===== src/rtl/core/sv32ptw_pkg.sv =====
// sv32ptw_pkg: types, codes and sizes shared by the sv32 page table walker
// no dependencies; imported by every module of the walker
`timescale 1ns / 1ps

package sv32ptw_pkg;

    // command codes
    localparam logic CMD_REQUEST = 1'b0;
    localparam logic CMD_PTE     = 1'b1;

    // access kinds
    localparam logic [1:0] ACC_FETCH = 2'd0;
    localparam logic [1:0] ACC_LOAD  = 2'd1;
    localparam logic [1:0] ACC_STORE = 2'd2;
    localparam logic [1:0] ACC_RSVD  = 2'd3;

    // privilege levels
    localparam logic [1:0] PRIV_U = 2'd0;
    localparam logic [1:0] PRIV_S = 2'd1;
    localparam logic [1:0] PRIV_M = 2'd3;

    // result kinds
    localparam logic [1:0] RK_READ      = 2'd0;
    localparam logic [1:0] RK_WRITEBACK = 2'd1;
    localparam logic [1:0] RK_DONE      = 2'd2;
    localparam logic [1:0] RK_FAULT     = 2'd3;

    // configuration register indexes
    localparam int CFG_IDX_W = 3;
    localparam logic [CFG_IDX_W-1:0] CFG_TRANSLATION_ON = 3'd0;
    localparam logic [CFG_IDX_W-1:0] CFG_ROOT_PAGE      = 3'd1;
    localparam logic [CFG_IDX_W-1:0] CFG_PRIVILEGE      = 3'd2;
    localparam logic [CFG_IDX_W-1:0] CFG_SUM            = 3'd3;
    localparam logic [CFG_IDX_W-1:0] CFG_MXR            = 3'd4;
    localparam logic [CFG_IDX_W-1:0] CFG_MPRV           = 3'd5;
    localparam logic [CFG_IDX_W-1:0] CFG_PREV_PRIVILEGE = 3'd6;

    // pte bit positions
    localparam int PTE_V = 0;
    localparam int PTE_R = 1;
    localparam int PTE_W = 2;
    localparam int PTE_X = 3;
    localparam int PTE_U = 4;
    localparam int PTE_A = 6;
    localparam int PTE_D = 7;

    // queue between front and back
    localparam int QUEUE_DEPTH = 2;
    localparam int PTR_W       = $clog2(QUEUE_DEPTH);
    localparam int CNT_W       = $clog2(QUEUE_DEPTH + 1);

    typedef struct packed {
        logic        command;
        logic [31:0] virtual_address;
        logic [1:0]  access_kind;
        logic [31:0] pte_word;
        logic        read_error;
    } in_item_t;

    typedef struct packed {
        logic [1:0]  result_kind;
        logic [31:0] address_out;
        logic [31:0] write_word;
        logic [1:0]  fault_kind;
        logic        last_result;
    } out_item_t;

    typedef struct packed {
        logic        translation_on;
        logic [21:0] root_page_number;
        logic [1:0]  privilege;
        logic        sum_enable;
        logic        mxr_enable;
        logic        mprv_enable;
        logic [1:0]  previous_privilege;
    } cfg_t;

    // classified item as held in the queue
    typedef struct packed {
        logic        is_request;
        logic        bypass;
        logic [31:0] vaddr;
        logic [1:0]  access;
        logic [1:0]  eff_priv;
        logic [31:0] pte;
        logic        read_error;
    } entry_t;

    // queue head as seen by the back end
    typedef struct packed {
        logic   valid;
        entry_t entry;
    } head_t;

endpackage


===== src/rtl/core/sv32ptw_front.sv =====
// sv32ptw_front: input side, classifies items and holds them in a short queue
// depends on sv32ptw_pkg
`timescale 1ns / 1ps

module sv32ptw_front (
    input  logic                  clk,
    input  logic                  rst_n,
    input  logic                  in_valid,
    output logic                  in_stall,
    input  sv32ptw_pkg::in_item_t in_data,
    input  sv32ptw_pkg::cfg_t     cfg,
    input  logic                  pop,
    output sv32ptw_pkg::head_t    head
);
    import sv32ptw_pkg::*;

    localparam logic [PTR_W-1:0] LAST_SLOT = PTR_W'(QUEUE_DEPTH - 1);
    localparam logic [CNT_W-1:0] FULL_CNT  = CNT_W'(QUEUE_DEPTH);

    entry_t           slot_reg [QUEUE_DEPTH];
    logic [PTR_W-1:0] wr_ptr_reg;
    logic [PTR_W-1:0] wr_ptr_next;
    logic [PTR_W-1:0] rd_ptr_reg;
    logic [PTR_W-1:0] rd_ptr_next;
    logic [CNT_W-1:0] count_reg;
    logic [CNT_W-1:0] count_next;
    logic             push;
    logic [1:0]       access;
    logic [1:0]       eff_priv;
    entry_t           classified;

    // kind three is handled as a load
    assign access   = (in_data.access_kind == ACC_RSVD) ? ACC_LOAD : in_data.access_kind;
    assign eff_priv = (cfg.mprv_enable && access != ACC_FETCH) ?
                      cfg.previous_privilege : cfg.privilege;

    always_comb
    begin
        classified.is_request = (in_data.command == CMD_REQUEST);
        classified.bypass     = !cfg.translation_on || eff_priv == PRIV_M;
        classified.vaddr      = in_data.virtual_address;
        classified.access     = access;
        classified.eff_priv   = eff_priv;
        classified.pte        = in_data.pte_word;
        classified.read_error = in_data.read_error;
    end

    assign in_stall = (count_reg == FULL_CNT);
    assign push     = in_valid && !in_stall;

    assign wr_ptr_next = (wr_ptr_reg == LAST_SLOT) ? '0 : wr_ptr_reg + PTR_W'(1);
    assign rd_ptr_next = (rd_ptr_reg == LAST_SLOT) ? '0 : rd_ptr_reg + PTR_W'(1);

    always_comb
    begin
        count_next = count_reg;
        if (push && !pop)
        begin
            count_next = count_reg + CNT_W'(1);
        end
        else if (pop && !push)
        begin
            count_next = count_reg - CNT_W'(1);
        end
    end

    always_ff @(posedge clk or negedge rst_n)
    begin
        if (!rst_n)
        begin
            wr_ptr_reg <= '0;
            rd_ptr_reg <= '0;
            count_reg  <= '0;
        end
        else
        begin
            if (push)
            begin
                wr_ptr_reg <= wr_ptr_next;
            end
            if (pop)
            begin
                rd_ptr_reg <= rd_ptr_next;
            end
            count_reg <= count_next;
        end
    end

    always_ff @(posedge clk)
    begin
        if (push)
        begin
            slot_reg[wr_ptr_reg] <= classified;
        end
    end

    assign head.valid = (count_reg != '0);
    assign head.entry = slot_reg[rd_ptr_reg];

endmodule


===== src/rtl/core/sv32ptw_back.sv =====
// sv32ptw_back: walk state, pte checks and result output register
// depends on sv32ptw_pkg
`timescale 1ns / 1ps

module sv32ptw_back (
    input  logic                   clk,
    input  logic                   rst_n,
    input  sv32ptw_pkg::cfg_t      cfg,
    input  sv32ptw_pkg::head_t     head,
    output logic                   pop,
    output logic                   out_valid,
    input  logic                   out_stall,
    output sv32ptw_pkg::out_item_t out_data
);
    import sv32ptw_pkg::*;

    localparam logic PH_FIRST  = 1'b0;
    localparam logic PH_SECOND = 1'b1;

    logic        busy_reg,      busy_next;
    logic [31:0] saved_addr_reg, saved_addr_next;
    logic [1:0]  saved_acc_reg, saved_acc_next;
    logic [1:0]  eff_priv_reg,  eff_priv_next;
    logic        level_reg,     level_next;
    logic [31:0] base_reg,      base_next;
    logic        phase_reg;
    logic        out_valid_reg;
    out_item_t   out_data_reg;

    entry_t      e;
    logic [9:0]  vpn_cur;
    logic [31:0] cur_pte_addr;
    logic [31:0] root_base;
    logic [31:0] req_addr;
    logic [31:0] ptr_base;
    logic [31:0] ptr_addr;
    logic        pte_bad;
    logic        is_pointer;
    logic        user_page;
    logic        readable;
    logic        leaf_fault;
    logic [31:0] new_pte;
    logic        need_wb;
    logic [31:0] phys_addr;
    logic        emit;
    logic        final_res;
    out_item_t   res;
    logic        out_free;
    logic        step;

    assign e = head.entry;

    assign vpn_cur      = level_reg ? saved_addr_reg[31:22] : saved_addr_reg[21:12];
    assign cur_pte_addr = base_reg + {20'b0, vpn_cur, 2'b00};
    assign root_base    = {cfg.root_page_number[19:0], 12'b0};
    assign req_addr     = root_base + {20'b0, e.vaddr[31:22], 2'b00};
    assign ptr_base     = {e.pte[29:10], 12'b0};
    assign ptr_addr     = ptr_base + {20'b0, saved_addr_reg[21:12], 2'b00};

    assign pte_bad    = !e.pte[PTE_V] || (!e.pte[PTE_R] && e.pte[PTE_W]);
    assign is_pointer = !e.pte[PTE_R] && !e.pte[PTE_W] && !e.pte[PTE_X];
    assign user_page  = e.pte[PTE_U];
    assign readable   = e.pte[PTE_R] || (cfg.mxr_enable && e.pte[PTE_X]);

    // privilege, permission and superpage alignment, in walk order
    assign leaf_fault =
        (eff_priv_reg == PRIV_U && !user_page) ||
        (eff_priv_reg == PRIV_S && user_page &&
         (!cfg.sum_enable || saved_acc_reg == ACC_FETCH)) ||
        (saved_acc_reg == ACC_FETCH && !e.pte[PTE_X]) ||
        (saved_acc_reg == ACC_LOAD && !readable) ||
        (saved_acc_reg == ACC_STORE && !e.pte[PTE_W]) ||
        (level_reg && e.pte[19:10] != '0);

    always_comb
    begin
        new_pte        = e.pte;
        new_pte[PTE_A] = 1'b1;
        if (saved_acc_reg == ACC_STORE)
        begin
            new_pte[PTE_D] = 1'b1;
        end
    end

    assign need_wb   = (new_pte != e.pte);
    assign phys_addr = level_reg ? {new_pte[29:20], saved_addr_reg[21:0]}
                                 : {new_pte[29:10], saved_addr_reg[11:0]};

    always_comb
    begin
        emit            = 1'b1;
        final_res       = 1'b1;
        res             = '0;
        res.last_result = 1'b1;
        busy_next       = busy_reg;
        saved_addr_next = saved_addr_reg;
        saved_acc_next  = saved_acc_reg;
        eff_priv_next   = eff_priv_reg;
        level_next      = level_reg;
        base_next       = base_reg;
        priority if (e.is_request)
        begin
            busy_next = 1'b0;
            if (e.bypass)
            begin
                res.result_kind = RK_DONE;
                res.address_out = e.vaddr;
            end
            else
            begin
                busy_next       = 1'b1;
                saved_addr_next = e.vaddr;
                saved_acc_next  = e.access;
                eff_priv_next   = e.eff_priv;
                level_next      = 1'b1;
                base_next       = root_base;
                res.result_kind = RK_READ;
                res.address_out = req_addr;
            end
        end
        else if (!busy_reg)
        begin
            // stray pte data, dropped
            emit = 1'b0;
        end
        else if (e.read_error || pte_bad || (is_pointer && !level_reg) ||
                 (!is_pointer && leaf_fault))
        begin
            busy_next       = 1'b0;
            res.result_kind = RK_FAULT;
            res.fault_kind  = saved_acc_reg;
        end
        else if (is_pointer)
        begin
            base_next       = ptr_base;
            level_next      = 1'b0;
            res.result_kind = RK_READ;
            res.address_out = ptr_addr;
        end
        else if (need_wb && phase_reg == PH_FIRST)
        begin
            final_res       = 1'b0;
            res.result_kind = RK_WRITEBACK;
            res.address_out = cur_pte_addr;
            res.write_word  = new_pte;
            res.last_result = 1'b0;
        end
        else
        begin
            busy_next       = 1'b0;
            res.result_kind = RK_DONE;
            res.address_out = phys_addr;
        end
    end

    assign out_free = !out_valid_reg || !out_stall;
    assign step     = head.valid && (!emit || out_free);
    assign pop      = step && final_res;

    always_ff @(posedge clk or negedge rst_n)
    begin
        if (!rst_n)
        begin
            busy_reg       <= 1'b0;
            saved_addr_reg <= '0;
            saved_acc_reg  <= '0;
            eff_priv_reg   <= '0;
            level_reg      <= 1'b1;
            base_reg       <= '0;
            phase_reg      <= PH_FIRST;
            out_valid_reg  <= 1'b0;
        end
        else
        begin
            if (pop)
            begin
                busy_reg       <= busy_next;
                saved_addr_reg <= saved_addr_next;
                saved_acc_reg  <= saved_acc_next;
                eff_priv_reg   <= eff_priv_next;
                level_reg      <= level_next;
                base_reg       <= base_next;
                phase_reg      <= PH_FIRST;
            end
            else if (step)
            begin
                phase_reg <= PH_SECOND;
            end

            if (step && emit)
            begin
                out_valid_reg <= 1'b1;
            end
            else if (!out_stall)
            begin
                out_valid_reg <= 1'b0;
            end
        end
    end

    always_ff @(posedge clk)
    begin
        if (step && emit)
        begin
            out_data_reg <= res;
        end
    end

    assign out_valid = out_valid_reg;
    assign out_data  = out_data_reg;

endmodule


===== src/rtl/core/sv32_page_table_walker_core.sv =====
// sv32_page_table_walker_core: items are registered in the queue, results in the output register
// throughput one item per cycle unless stalled, set by two-entry queue and single output reg
// a leaf pte that needs an a/d update yields two results from one item, write-back then done
// reset: walk idle at level one, queue and output empty, satp mode off, privilege machine
// no clearing pass; the block takes items in the first cycle after reset
// depends on sv32ptw_pkg, sv32ptw_front, sv32ptw_back
`timescale 1ns / 1ps

module sv32_page_table_walker_core (
    input  logic                               clk,
    input  logic                               rst_n,
    // item input channel
    input  logic                               in_valid,
    output logic                               in_stall,
    input  sv32ptw_pkg::in_item_t              in_data,
    // result output channel
    output logic                               out_valid,
    input  logic                               out_stall,
    output sv32ptw_pkg::out_item_t             out_data,
    // configuration write channel
    input  logic                               cfg_valid,
    output logic                               cfg_ready,
    input  logic [sv32ptw_pkg::CFG_IDX_W-1:0]  cfg_index,
    input  logic [31:0]                        cfg_data
);
    import sv32ptw_pkg::*;

    // register values after reset: bare mode, machine privilege
    localparam cfg_t CFG_RESET = '{1'b0, 22'd0, PRIV_M, 1'b0, 1'b0, 1'b0, PRIV_U};

    cfg_t  cfg_reg;
    cfg_t  cfg_next;
    logic  cfg_write;
    head_t head;
    logic  pop;

    // config writes are always taken; the user must write only while the walker is idle, unenforced
    assign cfg_ready = 1'b1;
    assign cfg_write = cfg_valid && cfg_ready;

    always_comb
    begin
        cfg_next = cfg_reg;
        unique case (cfg_index)
            CFG_TRANSLATION_ON: cfg_next.translation_on     = cfg_data[0];
            CFG_ROOT_PAGE:      cfg_next.root_page_number   = cfg_data[21:0];
            CFG_PRIVILEGE:      cfg_next.privilege          = cfg_data[1:0];
            CFG_SUM:            cfg_next.sum_enable         = cfg_data[0];
            CFG_MXR:            cfg_next.mxr_enable         = cfg_data[0];
            CFG_MPRV:           cfg_next.mprv_enable        = cfg_data[0];
            CFG_PREV_PRIVILEGE: cfg_next.previous_privilege = cfg_data[1:0];
            default:            cfg_next                    = cfg_reg;
        endcase
    end

    always_ff @(posedge clk or negedge rst_n)
    begin
        if (!rst_n)
        begin
            cfg_reg <= CFG_RESET;
        end
        else if (cfg_write)
        begin
            cfg_reg <= cfg_next;
        end
    end

    // front: classify each transfer (effective privilege, bypass) and queue it
    sv32ptw_front u_front (
        .clk      (clk),
        .rst_n    (rst_n),
        .in_valid (in_valid),
        .in_stall (in_stall),
        .in_data  (in_data),
        .cfg      (cfg_reg),
        .pop      (pop),
        .head     (head)
    );

    // back: run the walk on the queue head and drive the output register
    sv32ptw_back u_back (
        .clk       (clk),
        .rst_n     (rst_n),
        .cfg       (cfg_reg),
        .head      (head),
        .pop       (pop),
        .out_valid (out_valid),
        .out_stall (out_stall),
        .out_data  (out_data)
    );

    // the back end never retires an item the queue does not hold
    a_pop_needs_head: assert property (@(posedge clk) disable iff (!rst_n)
        pop |-> head.valid)
        else $error("pop with empty queue");

    // a full queue always presents a head to the back end
    a_stall_has_head: assert property (@(posedge clk) disable iff (!rst_n)
        in_stall |-> head.valid)
        else $error("input stalled with empty queue");

    // a write-back transfer is followed at once by the translation result
    a_wb_then_done: assert property (@(posedge clk) disable iff (!rst_n)
        (out_valid && !out_stall && out_data.result_kind == RK_WRITEBACK)
        |=> (out_valid && out_data.result_kind == RK_DONE && out_data.last_result))
        else $error("write-back not followed by done");

endmodule


===== config.mk =====
export PLATFORM = sky130hd
export DESIGN_NAME = sv32_page_table_walker_core
export DESIGN_NICKNAME = d
export VERILOG_FILES = /design/src/rtl/core/sv32ptw_pkg.sv /design/src/rtl/core/sv32ptw_front.sv /design/src/rtl/core/sv32ptw_back.sv /design/src/rtl/core/sv32_page_table_walker_core.sv
export SDC_FILE = /design/constraint.sdc
export NUM_CORES = 1
export LEC_CHECK = 0
export ABC_AREA = 1
export BUFFER_PORTS_ARGS = -buffer_cell sky130_fd_sc_hd__clkbuf_2
export CAP_MARGIN = 20
export CORE_MARGIN = 4
export CORE_UTILIZATION = 50
export CTS_CLUSTER_SIZE = 20
export DETAILED_ROUTE_END_ITERATION = 16
export GPL_TIMING_DRIVEN = 0
export PLACE_DENSITY = 0.74
export SLEW_MARGIN = 0
export SYNTH_ARGS = -nofsm -noshare
export SYNTH_HDL_FRONTEND = slang
export SYNTH_SLANG_ARGS = --single-unit

===== constraint.sdc =====
create_clock -name clk -period 3.76 [get_ports clk]
set_input_delay 0.752 -clock clk [delete_from_list [all_inputs] [get_ports clk]]
set_output_delay 0.752 -clock clk [all_outputs]
set_load 0.05 [all_outputs]

==> out/summary.log, run 1 <==
INFO  logic_synthesis synth.avg_cell_area=10.9squm
INFO  critical_path  regToRegEndpoint=u_front.count_reg[1]$_DFFE_PN0P_
INFO  logic_synthesis synth.lib_cells_used.distinct=43
INFO  clock_tree     cts_resized=0
INFO  sta            hold_violations=0
INFO  global_route   grt_overflow_total=0
INFO  floorplanning  die_w=168um
INFO  critical_path  beginning_of_the_critical_path=u_front.rd_ptr_reg$_DFFE_PN0P_
INFO  sta            unrepaired_setup_endpoints_after_global_routing=no
INFO  placed_design  place.port_buffers=166
INFO  critical_path  type_of_element_launching_the_critical_path=register
INFO  logic_synthesis synth_top_area_share=49.7%
INFO  global_route   grt_antenna_before_repair=0
INFO  pwr            switching_power=6.41mW
INFO  global_route   via_count_of_the_first_global_routing_pass=9247
INFO  critical_path  worst_ep_required_time=4.21ns
INFO  logic_synthesis ys_top_cells_by_count=sky130_fd_sc_hd__nand2_1, sky130_fd_sc_hd__edfxtp_1, sky130_fd_sc_hd__inv_1
INFO  logic_synthesis synth.top_cells.by_area=sky130_fd_sc_hd__edfxtp_1, sky130_fd_sc_hd__dfrtp_1, sky130_fd_sc_hd__nand2_1
INFO  critical_path  worst_r2r_path_depth=13
INFO  pwr            irDropWorstVdd=581uV
INFO  global_route   grtUsageTotal=23.4%
INFO  pwr            fin_total_pwr=14.5mW
INFO  finish         largest_register_ff_count=142
INFO  logic_synthesis synth.yosys.warnings=0
INFO  floorplanning  total_i_o_pin_count=180
INFO  clock_tree     cts.sinks=303
INFO  drt            drt_wl_total=33.8mm
INFO  logic_synthesis synthMostInstantiatedCell=sky130_fd_sc_hd__nand2_1
INFO  logic_synthesis synth_edf_count=211
INFO  drt            detail_route.wl_per_cell=19.5um
INFO  finish         n_fill_cell=2094
INFO  floorplanning  floorplan.core_area=25100squm
INFO  sta            max_slew.worst_pin.slew=1.01ns
INFO  logic_synthesis postSynthRegisterBits=303
INFO  sta            final.period_utilization=85.2%
INFO  sta            skew=0.0425ns
INFO  placed_design  dp_slack=0.605ns
INFO  clock_tree     cts.path.max_buffers=3
INFO  global_route   wire_length_of_the_first_global_routing_pass=51.5mm
INFO  sta            setup_viol_count_final=0
INFO  global_route   grt_start_max_net_pins=70
INFO  sta            max_clock_freq=312MHz
INFO  floorplanning  initial_core_util=50.7%
INFO  finish         final_cells=1728
INFO  finish         n_diodes=0
INFO  drt            detail_route.drc_violations=0
INFO  finish         drive_gt1_share=20.1%
INFO  clock_tree     cts.clk_slew.worst_paths=0.06ns
INFO  pwr            power.leakage=6.55nW
INFO  critical_path  cp-end-kind=register
INFO  clock_tree     cts_root_buffer=sky130_fd_sc_hd__clkbuf_16
INFO  finish         final_nets=1483
INFO  clock_tree     cts_setup_buffers=0
INFO  clock_tree     cts_inserted_buffers=30
INFO  pwr            internal_cell_power=8.11mW
INFO  sta            setup_ws=0.555ns
INFO  logic_synthesis synthFlopType=sky130_fd_sc_hd__edfxtp_1
INFO  drt            detailedRoute.firstIterationViolations=1272
INFO  finish         utilization=59.9%
INFO  floorplanning  die_h=168um
INFO  logic_synthesis postSynthNetCount=1280
INFO  pwr            p_per_area=965nW/um^2
INFO  logic_synthesis synthArstFlopShare=30.4%
INFO  finish         areaGrowthSynthToFinish=18.1%
INFO  pwr            power.share.switching=44.1%
INFO  run_status     run_status=finished, final reports clean
INFO  clock_tree     tritoncts_clock_tree=yes
INFO  flow_run       max_cap_violations=0
INFO  sta            final_period_minus_worst_setup_slack=3.20ns
INFO  drt            drt-vias-per-instance=5.51
INFO  floorplanning  fp.dieArea=28100squm
INFO  pwr            sequentialPowerShare=37.3%
INFO  clock_tree     post_cts_hold_buffer_count=0
INFO  critical_path  worst-endpoint-arrival=3.66ns
INFO  critical_path  reg2reg_slack=0.56ns
INFO  sta            slew-limit-headroom=32.8%
INFO  critical_path  worst-setup-path-type=reg -> reg
INFO  logic_synthesis synth_cells=1171
INFO  sta            slew_viol_final=0
INFO  floorplanning  core.rowCount=58
INFO  clock_tree     cts.htree.levels=1
INFO  drt            routed-via-count=9513
INFO  drt            number_of_iterations_in_the_first_detailed_routing_pass=5
INFO  logic_synthesis synth_sequential_area_ratio=67.8%
INFO  clock_tree     source_to_sink_clock_delay_at_the_later_pin_of_the_worst_skew_pair=0.58ns
INFO  critical_path  worstPathMaxFanout=10
INFO  placed_design  gp_congestion=0.961
INFO  pwr            comb_power_share=43.2%
INFO  pwr            power.clock.fraction=19.5%
INFO  placed_design  dp_hpwl=23.9mm
INFO  min_path       hold_path_class=in -> async
INFO  critical_path  crit_reg_reg_startpoint=u_front.rd_ptr_reg$_DFFE_PN0P_
INFO  critical_path  critPathCapture=u_front.count_reg[1]$_DFFE_PN0P_
INFO  logic_synthesis yosys.area.top_type=sky130_fd_sc_hd__edfxtp_1
INFO  logic_synthesis mappedNetlistArea=12700squm
INFO  drt            ant_nets=0
INFO  placed_design  instance_count_after_placement_with_tap_cells_included=1672
## placed cells by master, fill, tap and decap left out, types with 8 or more instances in the layout
cell	netlist	final
sky130_fd_sc_hd__nor2_1	68	66
sky130_fd_sc_hd__nand2_1	329	329
sky130_fd_sc_hd__mux2_2	11	11
sky130_fd_sc_hd__clkbuf_1	28	39
sky130_fd_sc_hd__mux2i_1	8	8
sky130_fd_sc_hd__edfxtp_1	211	211
sky130_fd_sc_hd__clkbuf_16	0	30
sky130_fd_sc_hd__buf_2	14	14
sky130_fd_sc_hd__a22oi_1	20	20
sky130_fd_sc_hd__inv_1	112	111
sky130_fd_sc_hd__o21ai_0	80	80
sky130_fd_sc_hd__nand3_1	10	10
sky130_fd_sc_hd__o21bai_1	21	21
sky130_fd_sc_hd__or2_2	11	11
sky130_fd_sc_hd__dfrtp_1	89	89
sky130_fd_sc_hd__o21ai_1	40	40
sky130_fd_sc_hd__o221ai_1	18	18
sky130_fd_sc_hd__a21oi_1	39	39
sky130_fd_sc_hd__o211ai_1	10	10
sky130_fd_sc_hd__clkbuf_2	0	165
## worst max-delay path, cell delays in order (launching register included)
cell and delay, ns:
sky130_fd_sc_hd__dfrtp_1 0.39, sky130_fd_sc_hd__buf_4 0.18, sky130_fd_sc_hd__nand2_1 0.08, sky130_fd_sc_hd__nand2_1 0.06
sky130_fd_sc_hd__o21ai_1 0.26, sky130_fd_sc_hd__nand2_1 0.22, sky130_fd_sc_hd__nor2_2 0.41, sky130_fd_sc_hd__nand4_4 0.31
sky130_fd_sc_hd__nand2_4 0.21, sky130_fd_sc_hd__buf_2 0.26, sky130_fd_sc_hd__ha_1 0.29, sky130_fd_sc_hd__a21oi_1 0.12
sky130_fd_sc_hd__o21ai_0 0.13, sky130_fd_sc_hd__xor2_1 0.16
## how the worst min path moves through the flow
stage | slack, ns | to | cells past startpoint
after floorplan | 0.45 | cfg_reg[4]$_DFFE_PN0P_ | 2
after global placement | 0.46 | cfg_reg[1]$_DFFE_PN0P_ | 2
after detailed placement | 0.48 | cfg_reg[1]$_DFFE_PN0P_ | 2
after CTS | 0.29 | cfg_reg[15]$_DFFE_PN0P_ | 1
after global routing | 0.31 | cfg_reg[16]$_DFFE_PN0P_ | 1
final | 0.27 | cfg_reg[16]$_DFFE_PN0P_ | 1
## layout make-up
| class | instances | area (sq um) | area share [%] |
|---|---|---|---|
| flip-flops and latches | 303 | 8640 | 57.4 |
| multi-input cells | 696 | 3420 | 22.7 |
| repair buffers | 171 | 948 | 6.30 |
| clock buffers | 44 | 833 | 5.54 |
| inverters | 118 | 445 | 2.96 |
| well taps | 330 | 413 | 2.74 |
| plain buffers | 54 | 250 | 1.66 |
| clock inverters | 12 | 95.1 | 0.632 |
## power by group through the flow
| stage | registers [mW] | clock network, mW | logic [mW] |
|---|---|---|---|
| after floorplan | 6.76 | 0 | 2.99 |
| after global placement | 5.50 | 0 | 5.98 |
| after detailed placement | 5.46 | 0 | 6.21 |
| after CTS | 5.41 | 2.87 | 6.25 |
| after global routing | 5.51 | 3.02 | 6.77 |
| final | 5.41 | 2.84 | 6.28 |
## per-stage QoR
stage / hold slack [ns] / TNS, ns / area, sq um
detailed placement: 0.476 / 0 / 14100
CTS: 0.292 / 0 / 15000
finish: 0.273 / 0 / 15000
global placement: 0.464 / -132.10 / 14000
floorplan: 0.447 / 0 / 12700
global route: 0.312 / 0 / 15000
## kinds of logic (layout without fill, tap and decap cells)
logic type      Yosys count  after routing  share of synthesized area, %
mux                      19             19                          1.60
simple gates            433            433                          13.6
other cells               1              1                        0.0294
flops                   303            303                          67.8
xor+xnor                  3              3                         0.206
buf+inv                 172            399                          5.44
fa+ha+maj                 1              1                        0.0982
compound gates          239            239                          11.2
## routing by layer
layer	wire length [um]	up-vias	track usage, %
li1	-	4384	-
met1	13600	4541	33.0
met2	15900	516	37.5
met3	3400	72	4.93
met4	912	0	6.25
met5	0	-	0
Power figures use the tool's default switching activity.
==> inputs of run 2 (changes only) <==
- CORE_ASPECT_RATIO: unset -> 0.75
- CORE_MARGIN: 4 -> 5
- CTS_CLUSTER_SIZE: 20 -> 30
==> out/summary.log, run 2 (same netlist as run 1, synthesis figures left out) <==
INFO  critical_path  worst_r2r_path_depth=13
INFO  placed_design  gp_congestion=0.924
INFO  finish         utilization=60.5%
INFO  finish         n_diodes=0
INFO  floorplanning  floorplan.core_area=25000squm
INFO  sta            unrepaired_setup_endpoints_after_global_routing=no
INFO  global_route   wire_length_of_the_first_global_routing_pass=52.3mm
INFO  pwr            power.leakage=6.58nW
INFO  clock_tree     cts.path.max_buffers=3
INFO  sta            final.period_utilization=85.3%
INFO  placed_design  detailed_place.area=14100squm
INFO  sta            skew=0.0190ns
INFO  floorplanning  die_h=148um
INFO  finish         final_common_cell=sky130_fd_sc_hd__nand2_1
INFO  drt            detail_route.wl_per_cell=19.8um
INFO  sta            max_clock_freq=312MHz
INFO  clock_tree     post_cts_hold_buffer_count=0
INFO  global_route   grt_overflow_total=0
INFO  drt            number_of_iterations_in_the_first_detailed_routing_pass=6
INFO  clock_tree     cts_setup_buffers=0
INFO  sta            max_slew.worst_pin.slew=0.919ns
INFO  drt            ant_nets=0
INFO  finish         final-seq-area=8640squm
INFO  clock_tree     tritoncts_clock_tree=yes
INFO  global_route   via_count_of_the_first_global_routing_pass=9117
INFO  critical_path  worst-setup-path-type=reg -> reg
INFO  floorplanning  die_w=194um
INFO  sta            hold_ws=0.307ns
INFO  critical_path  cp-end-kind=register
INFO  drt            drt-vias-per-instance=5.42
INFO  finish         post-route-cell-area=15100squm
INFO  min_path       hold_path_class=in -> async
INFO  critical_path  reg2reg_slack=0.55ns
INFO  clock_tree     cts_root_buffer=sky130_fd_sc_hd__clkbuf_16
INFO  pwr            p_per_area=974nW/um^2
INFO  finish         final_nets=1483
INFO  global_route   grt_start_max_net_pins=70
INFO  finish         areaGrowthSynthToFinish=18.8%
INFO  finish         largest_register_ff_count=142
INFO  sta            setup_viol_count_final=0
INFO  clock_tree     cts.sinks=303
INFO  clock_tree     source_to_sink_clock_delay_at_the_later_pin_of_the_worst_skew_pair=0.56ns
INFO  finish         n_fill_cell=2048
INFO  critical_path  type_of_element_launching_the_critical_path=register
INFO  clock_tree     cts.clk_slew.worst_paths=0.06ns
INFO  floorplanning  fp.dieArea=28800squm
INFO  finish         drive_gt1_share=20.6%
INFO  placed_design  place.port_buffers=166
INFO  placed_design  dp_hpwl=24.5mm
INFO  sta            slew-limit-headroom=38.7%
INFO  global_route   grtUsageTotal=23.4%
INFO  critical_path  worst_ep_required_time=4.20ns
INFO  finish         most-common-layout-cells=sky130_fd_sc_hd__nand2_1, sky130_fd_sc_hd__edfxtp_1, sky130_fd_sc_hd__clkbuf_2
INFO  clock_tree     cts_resized=0
INFO  critical_path  worstPathMaxFanout=10
INFO  clock_tree     cts.htree.levels=1
INFO  critical_path  regToRegEndpoint=u_front.count_reg[1]$_DFFE_PN0P_
INFO  drt            detailedRoute.firstIterationViolations=995
INFO  critical_path  worst-endpoint-arrival=3.65ns
INFO  global_route   grt_antenna_before_repair=0
INFO  flow_run       max_cap_violations=0
INFO  sta            final_period_minus_worst_setup_slack=3.21ns
INFO  drt            routed-via-count=9408
INFO  critical_path  crit_reg_reg_startpoint=u_front.rd_ptr_reg$_DFFE_PN0P_
INFO  sta            slew_viol_final=0
INFO  floorplanning  core.rowCount=50
INFO  clock_tree     cts_inserted_buffers=30
INFO  finish         multi_input_combinational_cell_area=3420squm
INFO  drt            detail_route.drc_violations=0
INFO  pwr            irDropWorstVdd=601uV
INFO  drt            drt_wl_total=34.4mm
INFO  floorplanning  total_i_o_pin_count=180
INFO  floorplanning  initial_core_util=50.9%
INFO  sta            hold_violations=0
INFO  run_status     run_status=finished, final reports clean
-- run 2: cell types whose count changed in the layout (fill, tap and decap cells not counted), sizes merged --
cell | previous run | this run
bufinv | 1 | 4
clkinv | 11 | 14
clkbuf | 238 | 229
clkinvlp | 1 | 4
-- run 2: how the worst max path moves through the flow --
stage	from	endpoint	slack [ns]
global placement	in_valid	u_front.slot_reg[1][39]$_DFFE_PP_	-0.72
global route	u_front.rd_ptr_reg$_DFFE_PN0P_	u_front.count_reg[1]$_DFFE_PN0P_	0.33
finish	u_front.rd_ptr_reg$_DFFE_PN0P_	u_front.count_reg[1]$_DFFE_PN0P_	0.55
floorplan	u_front.rd_ptr_reg$_DFFE_PN0P_	u_back.out_data[0]$_SDFFCE_PP1P_	0.52
detailed placement	u_front.rd_ptr_reg$_DFFE_PN0P_	u_front.count_reg[1]$_DFFE_PN0P_	0.62
CTS	u_front.rd_ptr_reg$_DFFE_PN0P_	u_front.count_reg[1]$_DFFE_PN0P_	0.63
-- run 2: routing by layer --
layer  up-vias  GRT usage [%]  share of wire, %
met5         -              0                 0
met4         0           5.34               2.4
met3        60           4.71               9.0
met2       415           35.7                44
met1      4558           35.0                45
li1       4375              -                 -
-- run 2: report_power, final --
group | switching, mW | leakage, nW | internal [mW]
clock network | 1.29 | 0.489 | 1.78
logic | 4.76 | 2.98 | 1.51
registers | 0.409 | 3.12 | 4.99
-- run 2: cell type report --
class | count | area share [%]
buffer | 54 | 1.65
clock buffer | 35 | 5.22
clock inverter | 21 | 1.49
inverter | 118 | 2.94
multi-input combinational | 696 | 22.6
sequential | 303 | 57.1
tap | 338 | 2.79
timing repair buffer | 171 | 6.22
-- run 2: metrics by stage --
step                      instances  TNS [ns]  setup WS [ns]  power [mW]
final                          1736         0          0.552        14.7
after global routing           1736         0          0.328        15.5
after CTS                      1736         0          0.628        14.7
after detailed placement       1680         0          0.619        11.6
after global placement         1675   -135.96         -0.724        11.5
after floorplan                1171         0          0.524        9.75
-- run 2: critical path: stages, from the launching register on --
cell and delay (ns):
sky130_fd_sc_hd__dfrtp_1 0.39, sky130_fd_sc_hd__buf_4 0.18, sky130_fd_sc_hd__nand2_1 0.09, sky130_fd_sc_hd__nand2_1 0.06, sky130_fd_sc_hd__o21ai_1 0.32, sky130_fd_sc_hd__nand2_1 0.22
sky130_fd_sc_hd__nor2_2 0.40, sky130_fd_sc_hd__nand4_4 0.28, sky130_fd_sc_hd__nand2_4 0.20, sky130_fd_sc_hd__buf_2 0.28, sky130_fd_sc_hd__ha_1 0.29, sky130_fd_sc_hd__a21oi_1 0.11
sky130_fd_sc_hd__o21ai_0 0.11, sky130_fd_sc_hd__xor2_1 0.15
==> inputs of run 3 (changes only) <==
- SYNTH_HIERARCHICAL: unset -> 1
==> out/summary.log, run 3 <==
INFO  critical_path  worst-endpoint-arrival=3.38ns
INFO  sta            max_clock_freq=318MHz
INFO  critical_path  timing.critical_path.cells=buf_6 -> buf_12 -> mux2_4 -> buf_4 -> nand2_1 -> clkinv_1 -> clkbuf_1 -> a22oi_1 -> o21ai_0
INFO  sta            slew-limit-headroom=37.4%
INFO  placed_design  gp_congestion=0.976
INFO  critical_path  slowest_delay=0.46ns
INFO  finish         drive_gt1_share=27.4%
INFO  pwr            fin_total_pwr=14.3mW
INFO  min_path       hold_path_class=in -> async
INFO  pwr            sequentialPowerShare=37.6%
INFO  floorplanning  core.rowCount=51
INFO  critical_path  crit_reg_reg_startpoint=u_front/rd_ptr_reg$_DFFE_PN0P_
INFO  global_route   gr_busiest_metal=met2
INFO  finish         n_diodes=0
INFO  global_route   via_count_of_the_first_global_routing_pass=8912
INFO  clock_tree     cts_setup_buffers=0
INFO  logic_synthesis synth.avg_cell_area=12.3squm
INFO  floorplanning  die_w=198um
INFO  floorplanning  die_h=151um
INFO  global_route   wire_length_of_the_first_global_routing_pass=51.5mm
INFO  critical_path  worst_r2r_path_depth=9
INFO  critical_path  worst-setup-path-type=reg -> reg
INFO  critical_path  beginning_of_the_critical_path=u_front/rd_ptr_reg$_DFFE_PN0P_
INFO  clock_tree     source_to_sink_clock_delay_at_the_later_pin_of_the_worst_skew_pair=0.54ns
INFO  pwr            power.leakage=6.77nW
INFO  global_route   global_route.usage.met1=33.8%
INFO  drt            detail_route.drc_violations=0
INFO  global_route   grt_use_met3=4.71%
INFO  flow_run       max_cap_violations=0
INFO  clock_tree     cts.htree.levels=1
INFO  sta            max_slew.worst_pin.slew=0.939ns
INFO  drt            ant_nets=0
INFO  clock_tree     post_cts_hold_buffer_count=0
INFO  finish         post-route-cell-area=15500squm
INFO  sta            final_period_minus_worst_setup_slack=3.14ns
INFO  pwr            internal_cell_power=8.38mW
INFO  finish         utilization=59.6%
INFO  sta            final.period_utilization=83.5%
INFO  critical_path  type_of_element_launching_the_critical_path=register
INFO  clock_tree     cts_resized=0
INFO  sta            skew=0.0143ns
INFO  finish         areaGrowthSynthToFinish=17.1%
INFO  finish         final_nets=1384
INFO  pwr            p_per_area=922nW/um^2
INFO  critical_path  worstPathMaxFanout=10
INFO  sta            setup_viol_count_final=0
INFO  clock_tree     tritoncts_clock_tree=yes
INFO  floorplanning  fp.dieArea=29800squm
INFO  sta            slew_viol_final=0
INFO  finish         largest_register_ff_count=142
INFO  floorplanning  total_i_o_pin_count=180
INFO  critical_path  worst_ep_required_time=4.00ns
INFO  critical_path  cp-end-kind=register
INFO  global_route   grt_antenna_before_repair=0
INFO  sta            unrepaired_setup_endpoints_after_global_routing=no
INFO  drt            routed-via-count=9069
INFO  logic_synthesis synth_cells=1073
INFO  drt            number_of_iterations_in_the_first_detailed_routing_pass=5
INFO  global_route   grt_start_max_net_pins=70
INFO  drt            detail_route.wl_per_cell=20.8um
INFO  sta            hold_violations=0
INFO  global_route   grtUsageMet2=34.4%
INFO  placed_design  detailed_place.area=14600squm
INFO  finish         final_common_cell=sky130_fd_sc_hd__nand2_1
INFO  pwr            switching_power=5.89mW
INFO  clock_tree     cts.clk_slew.worst_paths=0.06ns
INFO  clock_tree     cts.sinks=303
INFO  drt            drt-vias-per-instance=5.53
INFO  global_route   grtUsageTotal=22.7%
INFO  pwr            power.share.switching=41.3%
INFO  clock_tree     cts_inserted_buffers=29
INFO  finish         most-common-layout-cells=sky130_fd_sc_hd__nand2_1, sky130_fd_sc_hd__edfxtp_1, sky130_fd_sc_hd__clkbuf_2
INFO  clock_tree     cts.path.max_buffers=3
INFO  floorplanning  floorplan.core_area=26000squm
INFO  run_status     run_status=finished, final reports clean
INFO  logic_synthesis postSynthNetCount=1182
INFO  drt            drt_wl_total=34.1mm
INFO  placed_design  dp_hpwl=24.5mm
INFO  logic_synthesis mappedNetlistArea=13200squm
INFO  pwr            irDropWorstVdd=711uV
INFO  pwr            power.clock.fraction=18.9%
INFO  logic_synthesis synth.yosys.warnings=6
INFO  critical_path  critical_path.slowest_cell=sky130_fd_sc_hd__clkbuf_1
INFO  drt            detailedRoute.firstIterationViolations=869
INFO  pwr            comb_power_share=43.5%
INFO  placed_design  place.port_buffers=166
INFO  floorplanning  initial_core_util=50.9%
INFO  global_route   grt_overflow_total=0
INFO  clock_tree     cts_root_buffer=sky130_fd_sc_hd__clkbuf_16
[run 3: changes by cell type in the layout (fill, tap and decap cells not counted), sizes merged, moves of 6 or more]
| cell | before | now |
|---|---|---|
| o221ai | 18 | 5 |
| o21ai | 122 | 70 |
| buf | 31 | 44 |
| nand2 | 333 | 233 |
| o21bai | 21 | 0 |
| or2 | 12 | 0 |
| nand4 | 4 | 27 |
| inv | 117 | 77 |
| mux2 | 11 | 89 |
| a21oi | 39 | 33 |
| nand3 | 11 | 53 |
| clkbuf | 229 | 222 |
| mux2i | 8 | 0 |
[run 3: worst paths after layout]
check	end	slack (ns)
worst min register to register	u_back/base_reg[18]$_DFFE_PN0P_	0.47
worst max register to register	u_back/out_data[50]$_DFFE_PP_	0.62
worst max-delay path	u_back/out_data[50]$_DFFE_PP_	0.62
min in group clk	u_front/slot_reg[0][41]$_DFFE_PP_	0.40
worst min-delay path	cfg_reg[0]$_DFFE_PN0P_	0.20
max in group asynchronous	u_back/level_reg$_DFFE_PN1P_	2.86
[run 3: power by group through the flow]
stage	Combinational [mW]	Clock, mW	Sequential (mW)
2_1_floorplan	3.18	0	6.63
3_3_place_gp	5.96	0	5.46
3_5_place_dp	6.15	0	5.42
4_1_cts	6.17	2.75	5.37
5_1_grt	6.57	2.90	5.47
6_report	6.20	2.70	5.37
[run 3: per-layer routing]
metal / part of all wire, % / vias up
li1: - / 4144
met1: 43 / 4378
met2: 44 / 487
met3: 10 / 60
met4: 2.5 / 0
met5: 0 / -
[run 3: worst max-delay path, delay by kind of cell, from the launching register on]
kind                   cells  cell delay, ns
buffers and inverters      5            1.43
AO/OA/AOI/OAI              2            0.46
flip-flops                 1            0.35
multiplexers               1            0.30
AND/OR/NAND/NOR            1            0.29
[run 3: metrics by stage]
step | cells | setup TNS, ns | hold WS (ns) | setup slack (ns)
global placement | 1583 | -145.99 | 0.451 | -0.819
detailed placement | 1588 | 0 | 0.459 | 0.729
global route | 1641 | 0 | 0.219 | 0.479
CTS | 1641 | 0 | 0.185 | 0.701
finish | 1641 | 0 | 0.196 | 0.620
floorplan | 1073 | 0 | 0.438 | 0.478
[run 3: area by class of cell]
| type | instances | area, sq um |
|---|---|---|
| plain buffers | 57 | 438 |
| clock buffers | 38 | 779 |
| clock inverters | 15 | 92.6 |
| fillers | 2073 | 10500 |
| inverters | 79 | 299 |
| multi-input cells | 634 | 3850 |
| flip-flops and latches | 303 | 8640 |
| well taps | 344 | 430 |
| repair buffers | 171 | 941 |
